**config.mk**
```make
export PLATFORM = sky130hd
export DESIGN_NAME = tga_rle_image_decoder_unit
export DESIGN_NICKNAME = d
export VERILOG_FILES = /design/src/rtl/tgarle_pkg.sv /design/src/rtl/tga_rle_image_decoder_unit.sv /design/src/rtl/tgarle_rq.sv
export VERILOG_INCLUDE_DIRS = /design/src /design/src/rtl
export SDC_FILE = /design/constraint.sdc
export NUM_CORES = 2
export LEC_CHECK = 0
export BUFFER_PORTS_ARGS = -buffer_cell sky130_fd_sc_hd__buf_2
export CAP_MARGIN = 15
export CORE_MARGIN = 4
export CORE_UTILIZATION = 25
export DETAILED_ROUTE_END_ITERATION = 8
export PLACE_DENSITY_LB_ADDON = 0.2
export RECOVER_POWER = 25
export SLEW_MARGIN = 40
export SYNTH_ARGS = -nofsm -noshare
export SYNTH_HDL_FRONTEND = slang
export SYNTH_SLANG_ARGS = --single-unit
```
**constraint.sdc**
```tcl
create_clock -name i_clk -period 22.7 [get_ports i_clk]
set_clock_uncertainty 0.2 [all_clocks]
set_input_delay 1.135 -clock i_clk [delete_from_list [all_inputs] [get_ports i_clk]]
set_output_delay 1.135 -clock i_clk [all_outputs]
set_load 0.01 [all_outputs]
```
**src/rtl/tga_rle_image_decoder_unit_assert.svh**
```systemverilog
// assertion macros shared by the tga decoder rtl
// no dependencies; define ASSERT_OFF to compile the checks out
`ifndef TGA_RLE_IMAGE_DECODER_UNIT_ASSERT_SVH
`define TGA_RLE_IMAGE_DECODER_UNIT_ASSERT_SVH
`ifndef ASSERT_OFF
// same-cycle implication, checked out of reset
`define TGARLE_ASSERT_IMPLY(label, clk, rst_n, ante, cons) \
    label: assert property (@(posedge clk) disable iff (!rst_n) (ante) |-> (cons)) \
        else $error("tgarle: implication check failed");
// next-cycle implication, checked out of reset
`define TGARLE_ASSERT_NEXT(label, clk, rst_n, ante, cons) \
    label: assert property (@(posedge clk) disable iff (!rst_n) (ante) |=> (cons)) \
        else $error("tgarle: next-cycle check failed");
`else
`define TGARLE_ASSERT_IMPLY(label, clk, rst_n, ante, cons)
`define TGARLE_ASSERT_NEXT(label, clk, rst_n, ante, cons)
`endif
`endif

```
**src/rtl/tgarle_pkg.sv**
```systemverilog
// shared types and constants for the tga truecolor rle decoder
// no dependencies
`default_nettype none

package tgarle_pkg;

    // decoder phases
    typedef enum logic [2:0] {
        PH_HEADER = 3'd0,
        PH_SKIP   = 3'd1,
        PH_PACKET = 3'd2,
        PH_PIXEL  = 3'd3,
        PH_IGNORE = 3'd4
    } t_phase;

    // result kinds
    typedef enum logic [1:0] {
        KIND_INFO  = 2'd0,
        KIND_PIXEL = 2'd1,
        KIND_ERROR = 2'd2
    } t_kind;

    // error codes
    typedef enum logic [1:0] {
        ERR_TYPE  = 2'd0,
        ERR_DEPTH = 2'd1,
        ERR_DIMS  = 2'd2,
        ERR_TRUNC = 2'd3
    } t_err;

    // header byte positions
    localparam logic [4:0] HDR_ID_LEN = 5'd0;
    localparam logic [4:0] HDR_TYPE   = 5'd2;
    localparam logic [4:0] HDR_W_LO   = 5'd12;
    localparam logic [4:0] HDR_W_HI   = 5'd13;
    localparam logic [4:0] HDR_H_LO   = 5'd14;
    localparam logic [4:0] HDR_H_HI   = 5'd15;
    localparam logic [4:0] HDR_DEPTH  = 5'd16;
    localparam logic [4:0] HDR_LAST   = 5'd17;

    // header field values
    localparam logic [7:0] TYPE_RAW   = 8'd2;
    localparam logic [7:0] TYPE_RLE   = 8'd10;
    localparam logic [7:0] DEPTH_RGB  = 8'd24;
    localparam logic [7:0] DEPTH_RGBA = 8'd32;
    localparam logic [2:0] BPP_RGB    = 3'd3;
    localparam logic [2:0] BPP_RGBA   = 3'd4;
    localparam logic [2:0] BPP_BAD    = 3'd0;

    // rle packet byte
    localparam logic [7:0] PKT_COUNT_MASK = 8'h7F;
    localparam logic [7:0] PKT_RUN_FLAG   = 8'h80;

    // result queue sizing
    localparam int RQ_DEPTH = 4;
    localparam int RQ_CW    = $clog2(RQ_DEPTH + 1);

    // one result transaction
    typedef struct packed {
        t_kind       kind;
        logic [31:0] pixel_value;
        logic [7:0]  repeat_res;
        logic [15:0] image_width;
        logic [15:0] image_height;
        logic        has_alpha;
        t_err        error_code;
        logic        image_done;
        logic        last_of_item;
    } t_result;

endpackage

`default_nettype wire

```
**src/rtl/tga_rle_image_decoder_unit.sv**
```systemverilog
// tga truecolor decoder: header check, id skip, raw and rle pixel decode
// depends on tgarle_pkg, tgarle_rq and tga_rle_image_decoder_unit_assert.svh
//
//  channel | handshake               | payload
//  --------+-------------------------+-----------------------------------------
//  in      | i_in_valid / o_in_stall | i_data_byte, i_end_of_file
//  out     | o_out_valid / i_out_stall | o_kind .. o_last_of_item (one result)
//
// one file byte is taken per cycle while o_in_stall is low; its state update happens at acceptance.
// its results (zero, one or two) show at the output from the next cycle on.
// the 4-slot result queue raises o_in_stall while it holds more than two.
// synchronous reset returns to waiting for a header; so does end of file.

`default_nettype none
`include "tga_rle_image_decoder_unit_assert.svh"

module tga_rle_image_decoder_unit (
    input  wire logic        i_clk,
    input  wire logic        i_rst_n,
    input  wire logic        i_in_valid,
    output logic             o_in_stall,
    input  wire logic [7:0]  i_data_byte,
    input  wire logic        i_end_of_file,
    output logic             o_out_valid,
    input  wire logic        i_out_stall,
    output logic [1:0]       o_kind,
    output logic [31:0]      o_pixel_value,
    output logic [7:0]       o_repeat_res,
    output logic [15:0]      o_image_width,
    output logic [15:0]      o_image_height,
    output logic             o_has_alpha,
    output logic [1:0]       o_error_code,
    output logic             o_image_done,
    output logic             o_last_of_item
);

    tgarle_pkg::t_phase r_phase, n_phase;
    logic [4:0]  r_header_index, n_header_index;
    logic [7:0]  r_id_length, n_id_length;
    logic        r_compressed, n_compressed;
    logic        r_type_ok, n_type_ok;
    logic [2:0]  r_bpp, n_bpp;
    logic [15:0] r_width, n_width;
    logic [15:0] r_height, n_height;
    logic [7:0]  r_skip, n_skip;
    logic [7:0]  r_packet_left, n_packet_left;
    logic        r_packet_is_run, n_packet_is_run;
    logic [1:0]  r_pbi, n_pbi;
    logic [31:0] r_assembly, n_assembly;
    logic [31:0] r_pixels_left, n_pixels_left;

    logic        accept;
    logic        pop;
    logic        q_full;
    logic        v_main;
    logic        v_trunc;
    logic [1:0]  push_cnt;
    logic [7:0]  pkt_cnt;
    logic [1:0]  pbi_inc;
    logic        pix_complete;
    logic [31:0] asm_cur;
    logic [7:0]  rep_raw;
    logic [7:0]  rep_clip;

    tgarle_pkg::t_result res_main;
    tgarle_pkg::t_result res_trunc;
    tgarle_pkg::t_result push_d0;
    tgarle_pkg::t_result head;

    assign accept = i_in_valid && !o_in_stall;
    assign pop    = o_out_valid && !i_out_stall;

    // per-byte helpers
    assign pkt_cnt      = (i_data_byte & tgarle_pkg::PKT_COUNT_MASK) + 8'd1;
    assign pbi_inc      = r_pbi + 2'd1;
    assign pix_complete = (pbi_inc == 2'd0) || ({1'b0, pbi_inc} >= r_bpp);
    assign asm_cur      = r_assembly | ({24'd0, i_data_byte} << {r_pbi, 3'b000});
    assign rep_raw      = (r_compressed && r_packet_is_run) ? r_packet_left : 8'd1;
    assign rep_clip     = ({24'd0, rep_raw} > r_pixels_left) ? r_pixels_left[7:0] : rep_raw;

    // next state and results for the byte on the input
    always_comb begin
        n_phase         = r_phase;
        n_header_index  = r_header_index;
        n_id_length     = r_id_length;
        n_compressed    = r_compressed;
        n_type_ok       = r_type_ok;
        n_bpp           = r_bpp;
        n_width         = r_width;
        n_height        = r_height;
        n_skip          = r_skip;
        n_packet_left   = r_packet_left;
        n_packet_is_run = r_packet_is_run;
        n_pbi           = r_pbi;
        n_assembly      = r_assembly;
        n_pixels_left   = r_pixels_left;
        res_main        = '0;
        res_trunc       = '0;
        v_main          = 1'b0;

        case (r_phase)
            tgarle_pkg::PH_HEADER: begin
                // capture header fields
                case (r_header_index)
                    tgarle_pkg::HDR_ID_LEN: n_id_length = i_data_byte;
                    tgarle_pkg::HDR_TYPE: begin
                        n_compressed = (i_data_byte == tgarle_pkg::TYPE_RLE);
                        n_type_ok    = (i_data_byte == tgarle_pkg::TYPE_RAW) ||
                                       (i_data_byte == tgarle_pkg::TYPE_RLE);
                    end
                    tgarle_pkg::HDR_W_LO: n_width  = {r_width[15:8], i_data_byte};
                    tgarle_pkg::HDR_W_HI: n_width  = {i_data_byte, r_width[7:0]};
                    tgarle_pkg::HDR_H_LO: n_height = {r_height[15:8], i_data_byte};
                    tgarle_pkg::HDR_H_HI: n_height = {i_data_byte, r_height[7:0]};
                    tgarle_pkg::HDR_DEPTH: begin
                        if (i_data_byte == tgarle_pkg::DEPTH_RGB) begin
                            n_bpp = tgarle_pkg::BPP_RGB;
                        end else if (i_data_byte == tgarle_pkg::DEPTH_RGBA) begin
                            n_bpp = tgarle_pkg::BPP_RGBA;
                        end else begin
                            n_bpp = tgarle_pkg::BPP_BAD;
                        end
                    end
                    default: ;
                endcase

                // last header byte: check and report
                if (r_header_index >= tgarle_pkg::HDR_LAST) begin
                    n_header_index = '0;
                    v_main         = 1'b1;
                    if (!r_type_ok) begin
                        res_main.kind       = tgarle_pkg::KIND_ERROR;
                        res_main.error_code = tgarle_pkg::ERR_TYPE;
                        n_phase             = tgarle_pkg::PH_IGNORE;
                    end else if (r_bpp == tgarle_pkg::BPP_BAD) begin
                        res_main.kind       = tgarle_pkg::KIND_ERROR;
                        res_main.error_code = tgarle_pkg::ERR_DEPTH;
                        n_phase             = tgarle_pkg::PH_IGNORE;
                    end else if (r_width == '0 || r_height == '0) begin
                        res_main.kind       = tgarle_pkg::KIND_ERROR;
                        res_main.error_code = tgarle_pkg::ERR_DIMS;
                        n_phase             = tgarle_pkg::PH_IGNORE;
                    end else begin
                        res_main.kind         = tgarle_pkg::KIND_INFO;
                        res_main.image_width  = r_width;
                        res_main.image_height = r_height;
                        res_main.has_alpha    = (r_bpp == tgarle_pkg::BPP_RGBA);
                        n_pixels_left         = {16'd0, r_width} * {16'd0, r_height};
                        n_skip                = r_id_length;
                        if (r_id_length != '0) begin
                            n_phase = tgarle_pkg::PH_SKIP;
                        end else begin
                            n_pbi         = '0;
                            n_assembly    = '0;
                            n_packet_left = '0;
                            n_phase       = r_compressed ? tgarle_pkg::PH_PACKET
                                                         : tgarle_pkg::PH_PIXEL;
                        end
                    end
                end else begin
                    n_header_index = r_header_index + 5'd1;
                end
            end

            tgarle_pkg::PH_SKIP: begin
                // drop image id bytes
                n_skip = r_skip - 8'd1;
                if (n_skip == '0) begin
                    n_pbi         = '0;
                    n_assembly    = '0;
                    n_packet_left = '0;
                    n_phase       = r_compressed ? tgarle_pkg::PH_PACKET
                                                 : tgarle_pkg::PH_PIXEL;
                end
            end

            tgarle_pkg::PH_PACKET: begin
                // packet header, count clipped to what the image still needs
                n_packet_is_run = (i_data_byte & tgarle_pkg::PKT_RUN_FLAG) != '0;
                n_packet_left   = ({24'd0, pkt_cnt} > r_pixels_left) ? r_pixels_left[7:0]
                                                                     : pkt_cnt;
                n_pbi           = '0;
                n_assembly      = '0;
                n_phase         = tgarle_pkg::PH_PIXEL;
            end

            tgarle_pkg::PH_PIXEL: begin
                // gather pixel bytes, emit on the last one
                if (!pix_complete) begin
                    n_pbi      = pbi_inc;
                    n_assembly = asm_cur;
                end else begin
                    n_pbi = '0;
                    if (r_compressed && r_packet_is_run) begin
                        n_packet_left = '0;
                    end else if (r_compressed && r_packet_left != '0) begin
                        n_packet_left = r_packet_left - 8'd1;
                    end
                    n_pixels_left        = r_pixels_left - {24'd0, rep_clip};
                    v_main               = 1'b1;
                    res_main.kind        = tgarle_pkg::KIND_PIXEL;
                    res_main.pixel_value = asm_cur;
                    res_main.repeat_res  = rep_clip;
                    res_main.image_done  = (n_pixels_left == '0);
                    n_assembly           = '0;
                    if (n_pixels_left == '0) begin
                        n_phase = tgarle_pkg::PH_IGNORE;
                    end else if (r_compressed && n_packet_left == '0) begin
                        n_phase = tgarle_pkg::PH_PACKET;
                    end
                end
            end

            default: ;
        endcase

        // end of file: flag an unfinished image, then start over
        v_trunc                = i_end_of_file && (n_phase != tgarle_pkg::PH_IGNORE);
        res_trunc.kind         = tgarle_pkg::KIND_ERROR;
        res_trunc.error_code   = tgarle_pkg::ERR_TRUNC;
        res_trunc.last_of_item = 1'b1;
        res_main.last_of_item  = !v_trunc;

        if (i_end_of_file) begin
            n_phase         = tgarle_pkg::PH_HEADER;
            n_header_index  = '0;
            n_id_length     = '0;
            n_compressed    = 1'b0;
            n_type_ok       = 1'b0;
            n_bpp           = tgarle_pkg::BPP_RGB;
            n_width         = '0;
            n_height        = '0;
            n_skip          = '0;
            n_packet_left   = '0;
            n_packet_is_run = 1'b0;
            n_pbi           = '0;
            n_assembly      = '0;
            n_pixels_left   = '0;
        end
    end

    // decoder state
    always_ff @(posedge i_clk) begin
        if (!i_rst_n) begin
            r_phase         <= tgarle_pkg::PH_HEADER;
            r_header_index  <= '0;
            r_id_length     <= '0;
            r_compressed    <= 1'b0;
            r_type_ok       <= 1'b0;
            r_bpp           <= tgarle_pkg::BPP_RGB;
            r_width         <= '0;
            r_height        <= '0;
            r_skip          <= '0;
            r_packet_left   <= '0;
            r_packet_is_run <= 1'b0;
            r_pbi           <= '0;
            r_assembly      <= '0;
            r_pixels_left   <= '0;
        end else if (accept) begin
            r_phase         <= n_phase;
            r_header_index  <= n_header_index;
            r_id_length     <= n_id_length;
            r_compressed    <= n_compressed;
            r_type_ok       <= n_type_ok;
            r_bpp           <= n_bpp;
            r_width         <= n_width;
            r_height        <= n_height;
            r_skip          <= n_skip;
            r_packet_left   <= n_packet_left;
            r_packet_is_run <= n_packet_is_run;
            r_pbi           <= n_pbi;
            r_assembly      <= n_assembly;
            r_pixels_left   <= n_pixels_left;
        end
    end

    // pack results into the queue, truncation error always last
    assign push_cnt = accept ? ({1'b0, v_main} + {1'b0, v_trunc}) : 2'd0;
    assign push_d0  = v_main ? res_main : res_trunc;

    tgarle_rq u_rq (
        .i_clk      (i_clk),
        .i_rst_n    (i_rst_n),
        .i_push_cnt (push_cnt),
        .i_push_d0  (push_d0),
        .i_push_d1  (res_trunc),
        .i_pop      (pop),
        .o_head     (head),
        .o_valid    (o_out_valid),
        .o_full     (q_full)
    );

    // output port
    assign o_in_stall     = q_full;
    assign o_kind         = head.kind;
    assign o_pixel_value  = head.pixel_value;
    assign o_repeat_res   = head.repeat_res;
    assign o_image_width  = head.image_width;
    assign o_image_height = head.image_height;
    assign o_has_alpha    = head.has_alpha;
    assign o_error_code   = head.error_code;
    assign o_image_done   = head.image_done;
    assign o_last_of_item = head.last_of_item;

    // decoder checks
    `TGARLE_ASSERT_NEXT(a_eof_restart, i_clk, i_rst_n, accept && i_end_of_file, r_phase == tgarle_pkg::PH_HEADER && r_header_index == '0)
    `TGARLE_ASSERT_IMPLY(a_pixels_pending, i_clk, i_rst_n, r_phase == tgarle_pkg::PH_PIXEL || r_phase == tgarle_pkg::PH_PACKET, r_pixels_left != '0)
    `TGARLE_ASSERT_IMPLY(a_pixel_depth, i_clk, i_rst_n, r_phase == tgarle_pkg::PH_PIXEL, r_bpp == tgarle_pkg::BPP_RGB || r_bpp == tgarle_pkg::BPP_RGBA)
    `TGARLE_ASSERT_IMPLY(a_trunc_pushed, i_clk, i_rst_n, accept && v_trunc, push_cnt != 2'd0)

endmodule

`default_nettype wire

```
**src/rtl/tgarle_rq.sv**
```systemverilog
// result queue: shifting register slots, head slot drives the output port
// depends on tgarle_pkg and tga_rle_image_decoder_unit_assert.svh
`default_nettype none
`include "tga_rle_image_decoder_unit_assert.svh"

module tgarle_rq (
    input  wire logic                i_clk,
    input  wire logic                i_rst_n,
    input  wire logic [1:0]          i_push_cnt,
    input  wire tgarle_pkg::t_result i_push_d0,
    input  wire tgarle_pkg::t_result i_push_d1,
    input  wire logic                i_pop,
    output tgarle_pkg::t_result      o_head,
    output logic                     o_valid,
    output logic                     o_full
);

    tgarle_pkg::t_result r_slot [tgarle_pkg::RQ_DEPTH];
    tgarle_pkg::t_result n_slot [tgarle_pkg::RQ_DEPTH];
    logic [tgarle_pkg::RQ_CW-1:0] r_count;
    logic [tgarle_pkg::RQ_CW-1:0] n_count;
    logic [tgarle_pkg::RQ_CW-1:0] occ;

    // shift on pop, then drop new transactions behind the survivors
    always_comb begin
        occ = r_count - {{(tgarle_pkg::RQ_CW-1){1'b0}}, i_pop};
        for (int k = 0; k < tgarle_pkg::RQ_DEPTH; k++) begin
            n_slot[k] = r_slot[k];
        end
        if (i_pop) begin
            for (int k = 0; k < tgarle_pkg::RQ_DEPTH - 1; k++) begin
                n_slot[k] = r_slot[k + 1];
            end
        end
        for (int k = 0; k < tgarle_pkg::RQ_DEPTH; k++) begin
            if (i_push_cnt != 2'd0 && tgarle_pkg::RQ_CW'(k) == occ) begin
                n_slot[k] = i_push_d0;
            end
            if (i_push_cnt == 2'd2 &&
                tgarle_pkg::RQ_CW'(k) == occ + tgarle_pkg::RQ_CW'(1)) begin
                n_slot[k] = i_push_d1;
            end
        end
        n_count = occ + tgarle_pkg::RQ_CW'(i_push_cnt);
    end

    // slot payload
    always_ff @(posedge i_clk) begin
        for (int k = 0; k < tgarle_pkg::RQ_DEPTH; k++) begin
            r_slot[k] <= n_slot[k];
        end
    end

    // occupancy
    always_ff @(posedge i_clk) begin
        if (!i_rst_n) begin
            r_count <= '0;
        end else begin
            r_count <= n_count;
        end
    end

    assign o_head  = r_slot[0];
    assign o_valid = (r_count != '0);
    assign o_full  = (r_count > tgarle_pkg::RQ_CW'(tgarle_pkg::RQ_DEPTH - 2));

    // occupancy checks
    `TGARLE_ASSERT_IMPLY(a_rq_bound, i_clk, i_rst_n, 1'b1, r_count <= tgarle_pkg::RQ_CW'(tgarle_pkg::RQ_DEPTH))
    `TGARLE_ASSERT_IMPLY(a_rq_no_push_full, i_clk, i_rst_n, i_push_cnt != 2'd0, !o_full)
    `TGARLE_ASSERT_IMPLY(a_rq_pop_nonempty, i_clk, i_rst_n, i_pop, r_count != '0)
    `TGARLE_ASSERT_NEXT(a_rq_count_track, i_clk, i_rst_n, 1'b1, r_count == $past(n_count))

endmodule

`default_nettype wire

```
After elaboration in Yosys (flattened, before gate mapping)
Memories as Yosys holds them, arrays and structs flattened.
Index checks and enable logic that the tools add are counted.
{"block": "word_totals", "output_inout_bits": 81, "n_memories": 1, "input_bits": 13, "mem_bits_rw": 316, "wordCells": 243, "regBits": 139}
{"block": "classes", "shift": 1, "magnitude_cmp": 5, "eq_ne": 33, "add_sub_neg": 10, "muxes": 114, "bitwise_logic": 1, "mul": 1, "reduce_logical": 60}
{"memory": "u_rq.r_slot", "words": 4, "word_bits": 79, "rd": 4, "rd_ports_with_merged_regs": 0, "wr": 4, "line": "tgarle_rq.sv:18", "rtl": "tgarle_pkg::t_result r_slot [tgarle_pkg::RQ_DEPTH];"}
{"cell": "$mux W79", "count": 9}
{"cell": "$mux W32", "count": 14}
{"cell": "$mux W237", "count": 1}
{"cell": "$mux W8", "count": 23}
{"cell": "$pmux W32 S4", "count": 1}
{"cell": "$mux W33", "count": 3}
{"cell": "$mux W35", "count": 2}
{"cell": "$gt A8 B32 Y1", "count": 2}
{"cell": "$mux W16", "count": 4}
{"cell": "$pmux W16 S2", "count": 2}
{"cell": "$pmux W32 S2", "count": 1}
{"cell": "$mux W3", "count": 14}
{"cell": "$mux W41", "count": 1}
{"cell": "$mux W40", "count": 1}
{"cell": "$logic_not A16 Y1", "count": 2}
{"cell": "$logic_not A32 Y1", "count": 1}
{"cell": "$mul A16 B16 Y32", "count": 1}
{"cell": "$mux W2", "count": 16}
{"cell": "$or A32 B32 Y32", "count": 1}
{"cell": "$pmux W8 S4", "count": 1}
{"cell": "$shl A8 B5 Y32", "count": 1}
{"cell": "$sub A32 B8 Y32", "count": 1}
{"cell": "$ne A3 B3 Y1 const B", "count": 8}
{"cell": "$eq A5 B4 Y1 const B", "count": 4}
{"cell": "49 further kinds", "count": 111}

Logic depth before layout (Yosys ltp)
{"block": "depth", "ltp_word": 20, "ltp_mapped": 29, "ltp_nobuf": 27}

By module
A second synthesis with hierarchy kept.
{"block": "hier_totals", "cells_unflattened": 3857, "hier_area_um2": 34738.3}
{"mod": "tgarle_rq", "instances": 1, "area_per_inst_um2": 17712.0, "seq_area_each_um2": 9549.2, "cells_per_inst": 1687}
{"mod": "tga_rle_image_decoder_unit", "instances": 1, "area_per_inst_um2": 17026.3, "seq_area_each_um2": 2702.6, "cells_per_inst": 2170}

Least setup slack after synthesis
Ideal clock, no wire load.
{"block": "synth_path", "kind": "reg-to-reg", "startpoint": "register r_pixels_left[23]", "endpoint": "memory u_rq.r_slot[1][10] (netlist name)", "setup_ps": 137, "path_slack_ps": 15474, "arrival_time_ps": 6889, "synth_period_minus_slack_ps": 7226, "path_stages_with_launch": 25, "required_ps": 22363, "path_buffers": 3, "cell_sequence": "dfxtp_1 or4_4 or3_4 or4_4 nor4_4 o311ai_4 mux2i_1 ha_1 inv_1 fa_1 a211oi_1 o21ai_1 a21oi_1 nand3b_1 xnor2_1 or4_1 nor4_4 o21ai_0 ha_1 o211ai_1 or2_2 clkbuf_1 clkbuf_1 clkbuf_1 a211oi_1"}
{"element": "start, declared", "line": "tga_rle_image_decoder_unit.sv:50", "rtl": "logic [31:0] r_pixels_left, n_pixels_left;"}
{"element": "start signal, assigned", "line": "tga_rle_image_decoder_unit.sv:273", "rtl": "r_pixels_left <= n_pixels_left;"}
{"element": "end, declared", "line": "tgarle_rq.sv:18"}

==> parameters.txt <==
Parameter                              Value

Clock network
  Deepest clock path buffer count    3
  Number of levels the H-tree was split into    2
  Number of sinks driven by the clock tree    454
  Hold-fix buffers at CTS    0
  CTS root buffer    sky130_fd_sc_hd__clkbuf_16
  Post-CTS clock slew at the launch and capture registers of the worst setup and hold paths    60 ps
  Number of buffers added for setup after CTS    0
  Insertion delay of the later-clocked pin in the worst-skew pair    640 ps
  Total CTS buffers    56
  Resize count post-CTS    0
  TritonCTS clock tree    done

Status
  Result of the run    finished, violations left
  Failing checks    capacitance limit, slew limit

Yosys
  Mean instance size in the synthesized netlist    7.86 um^2
  Number of synthesized register bits    454
  Share of synthesized area occupied by flip-flops and latches    0.298
  Distinct cell type count of the synthesized netlist    79
  Fraction of registers with async set or reset after synthesis    0
  Post-synth EDFFs    0
  Main synth FF type    sky130_fd_sc_hd__dfxtp_1
  Net count after synthesis    4233
  Post-synthesis cell area    30500 um^2
  Number of cells produced by synthesis    3874
  Number of synthesis warnings    0

GRT
  Total Routing Usage GR    0.154
  Antenna violations before repair    11
  Global-route congestion overflow total    0
  Maximum number of pins on one net before global-route repair    138
  First-pass GRT wire length    156000 um
  Vias in the first global route    25500

Timing
  Crit share post-route    0.408
  Unrepaired setup endpoints after global routing    no
  Setup violations, final    0
  Min Tclk post-route    9260 ps
  Max-slew violation total from the final report    84
  Final Hold Viols    0
  Worst slew pin tran    2550 ps
  Worst hold-check slack    253 ps
  Relative slew slack    -0.698
  Maximum clock frequency    108 MHz
  Final setup TNS    0 ps

Power and ir drop
  Leakage power total    0.0142 uW
  Sum of internal, switching and leakage power    2950 uW
  Cell-internal power    1860 uW
  Combinational fraction of design power    0.325
  Part of the power in registers    0.359
  Worst IR Drop VDD    0.000138 V
  Sw frac    0.368
  Switching component of the power    1080 uW
  Pwr per Cell Area    85.9 nW/um^2
  Relative contribution of the clock network to total power    0.316

Placed design
  Buffers on Ports    93
  Placed Instances    5346
  Half-perimeter wire length of the detailed placement result    66500 um
  Final GP Congestion    0.839

Layout
  Area occupied by multi-input gates    19400 um^2
  Area added between synthesis and finish    12.7%
  Layout fillers    13200
  Layout Cells excl Fill    5453
  Post-layout net count    4154
  Area taken by flip-flops and latches    9100 um^2
  Share of final-layout standard cells stronger than drive strength 1    0.0552
  Most common cell after layout, fill and taps aside    sky130_fd_sc_hd__nand2_1
  Top library cells by usage in the layout, fill and taps aside    685 x sky130_fd_sc_hd__nand2_1, 448 x sky130_fd_sc_hd__dfxtp_1, 407 x sky130_fd_sc_hd__a21oi_1, 297 x sky130_fd_sc_hd__nor2_1, 266 x sky130_fd_sc_hd__inv_1

Drt
  Final wirelength    99700 um
  Number of antenna-violating nets in the routed design    0
  Detailed-routed wire length on met3    5120 um
  Iteration-0 DRC count of the detailed router    1829
  Mean routed wirelength per cell    18.3 um
  Remaining routing DRC violations    0
  Total number of vias    26200
  Post-Route M1 WL    50000 um
  Routed wl met2    42800 um
  Via/cell ratio    4.80
  Highest Signal Layer    met5
  Detailed-routing iteration count for the pre-antenna-repair pass    5

Worst hold path
  Path class of the lowest-slack min-delay path    reg -> reg

Job
  Number of maximum-capacitance constraint violations    3

Critical path
  Worst-path fanout max    89
  Type of destination of the critical path    flip-flop
  Critical path's largest stage delay    670 ps
  Worst EP arrival    9590 ps
  Data required time at the worst endpoint    23040 ps
  Kind of launch point of the worst setup path    flip-flop
  CP max-delay cell    sky130_fd_sc_hd__or2_4
  Category of the most critical setup path    reg -> reg

Die
  Placeable core region    120000 um^2
  Die boundary height    357 um
  Area of the die    127000 um^2
  Boundary pin count    94
  Placement row count    127
  Initial standard-cell utilization of the core    0.253
  Die Wd    357 um
worst paths after layout:
kind	startpoint	end	slack, ps	cells past startpoint
worst max-delay path	r_compressed$_SDFFE_PN0P_	u_rq.r_slot[2][3]$_SDFFE_PP1P_	13440	26
worst min-delay path	u_rq.r_slot[3][16]$_SDFFE_PP0P_	u_rq.r_slot[3][16]$_SDFFE_PP0P_	250	2
worst max register to register	r_compressed$_SDFFE_PN0P_	u_rq.r_slot[2][3]$_SDFFE_PP1P_	13440	26
worst min register to register	u_rq.r_slot[3][16]$_SDFFE_PP0P_	u_rq.r_slot[3][16]$_SDFFE_PP0P_	250	2
stage by stage:
stage                util  setup WS, ps  cell area (um^2)
finish              0.285         13440             34300
global route        0.285         12760             34300
CTS                 0.285         13410             34400
detailed placement  0.270         13440             32500
global placement    0.268         13470             32300
floorplan               -         15470             30500
power by group through the flow:
| stage | Combinational (uW) | Clock (uW) | Sequential, uW |
|---|---|---|---|
| after detailed placement | 970 | 0 | 1070 |
| after CTS | 975 | 961 | 1060 |
| after global placement | 953 | 0 | 1070 |
| final | 958 | 931 | 1060 |
| after floorplan | 693 | 0 | 1060 |
| after global routing | 1090 | 990 | 1080 |
final cells by class:
type | count | area share
Tap cell | 1612 | 0.0588
Sequential cell | 454 | 0.265
Multi-Input combinational cell | 2862 | 0.564
Timing Repair Buffer | 154 | 0.0271
Inverter | 267 | 0.0294
Clock inverter | 22 | 0.00883
Clock buffer | 79 | 0.0463
Antenna cell | 3 | 0.000219
cells by family (layout without fill, tap and decap cells):
kind of cell,count (synthesis),in the layout,synth area share
xor gates and xnor gates,59,59,0.0170
DFF,454,454,0.298
muxes,129,129,0.0427
adders and majority gates,346,346,0.190
and+or+nand+nor,1465,1465,0.214
other,0,3,0
AOI/OAI and AO/OA,863,863,0.168
buffers and inverters,558,522,0.0694
state kept, by name, indices dropped and copies added, names as in the netlist, 3 cells and up:
| signal | count |
|---|---|
| u_rq.r_slot | 316 |
| r_assembly | 32 |
| r_pixels_left | 32 |
| r_height | 16 |
| r_width | 16 |
| r_id_length | 8 |
| r_packet_left | 8 |
| r_skip | 8 |
| r_header_index | 5 |
| r_phase | 3 |
| u_rq.r_count | 3 |
layer usage:
layer,vias up,track usage
met5,-,0
met4,4,0.0308
met3,98,0.0234
met2,535,0.238
met1,12700,0.227
li1,12800,-
cell usage after synthesis, drive strengths merged, types with 11 or more instances:
library cell	number	share of area
a211oi	106	0.026
a21boi	36	0.0089
a21o	16	0.0039
a21oi	409	0.067
a31oi	11	0.0023
and2	101	0.021
and3	11	0.0023
buf	56	0.0071
clkbuf	235	0.029
dfxtp	454	0.30
fa	196	0.13
ha	150	0.062
inv	267	0.033
mux2i	122	0.040
nand2	685	0.084
nand2b	11	0.0023
nand3	176	0.029
nand4	11	0.0023
nor2	302	0.037
nor2b	55	0.011
nor3	41	0.0067
nor4	28	0.0069
o211ai	13	0.0032
o21a	13	0.0032
o21ai	168	0.028
o22ai	12	0.0025
o31ai	13	0.0032
xnor2	33	0.0095
xor2	26	0.0075
worst max-delay path, delay by kind of cell, from the launching register on:
family	cells	cell delay [ps]
flops	1	610
simple gates	6	2440
compound gates	11	2990
buf+inv	2	630
fa+ha+maj	4	1330
mux	3	880
(Power assumes the default switching activity.)
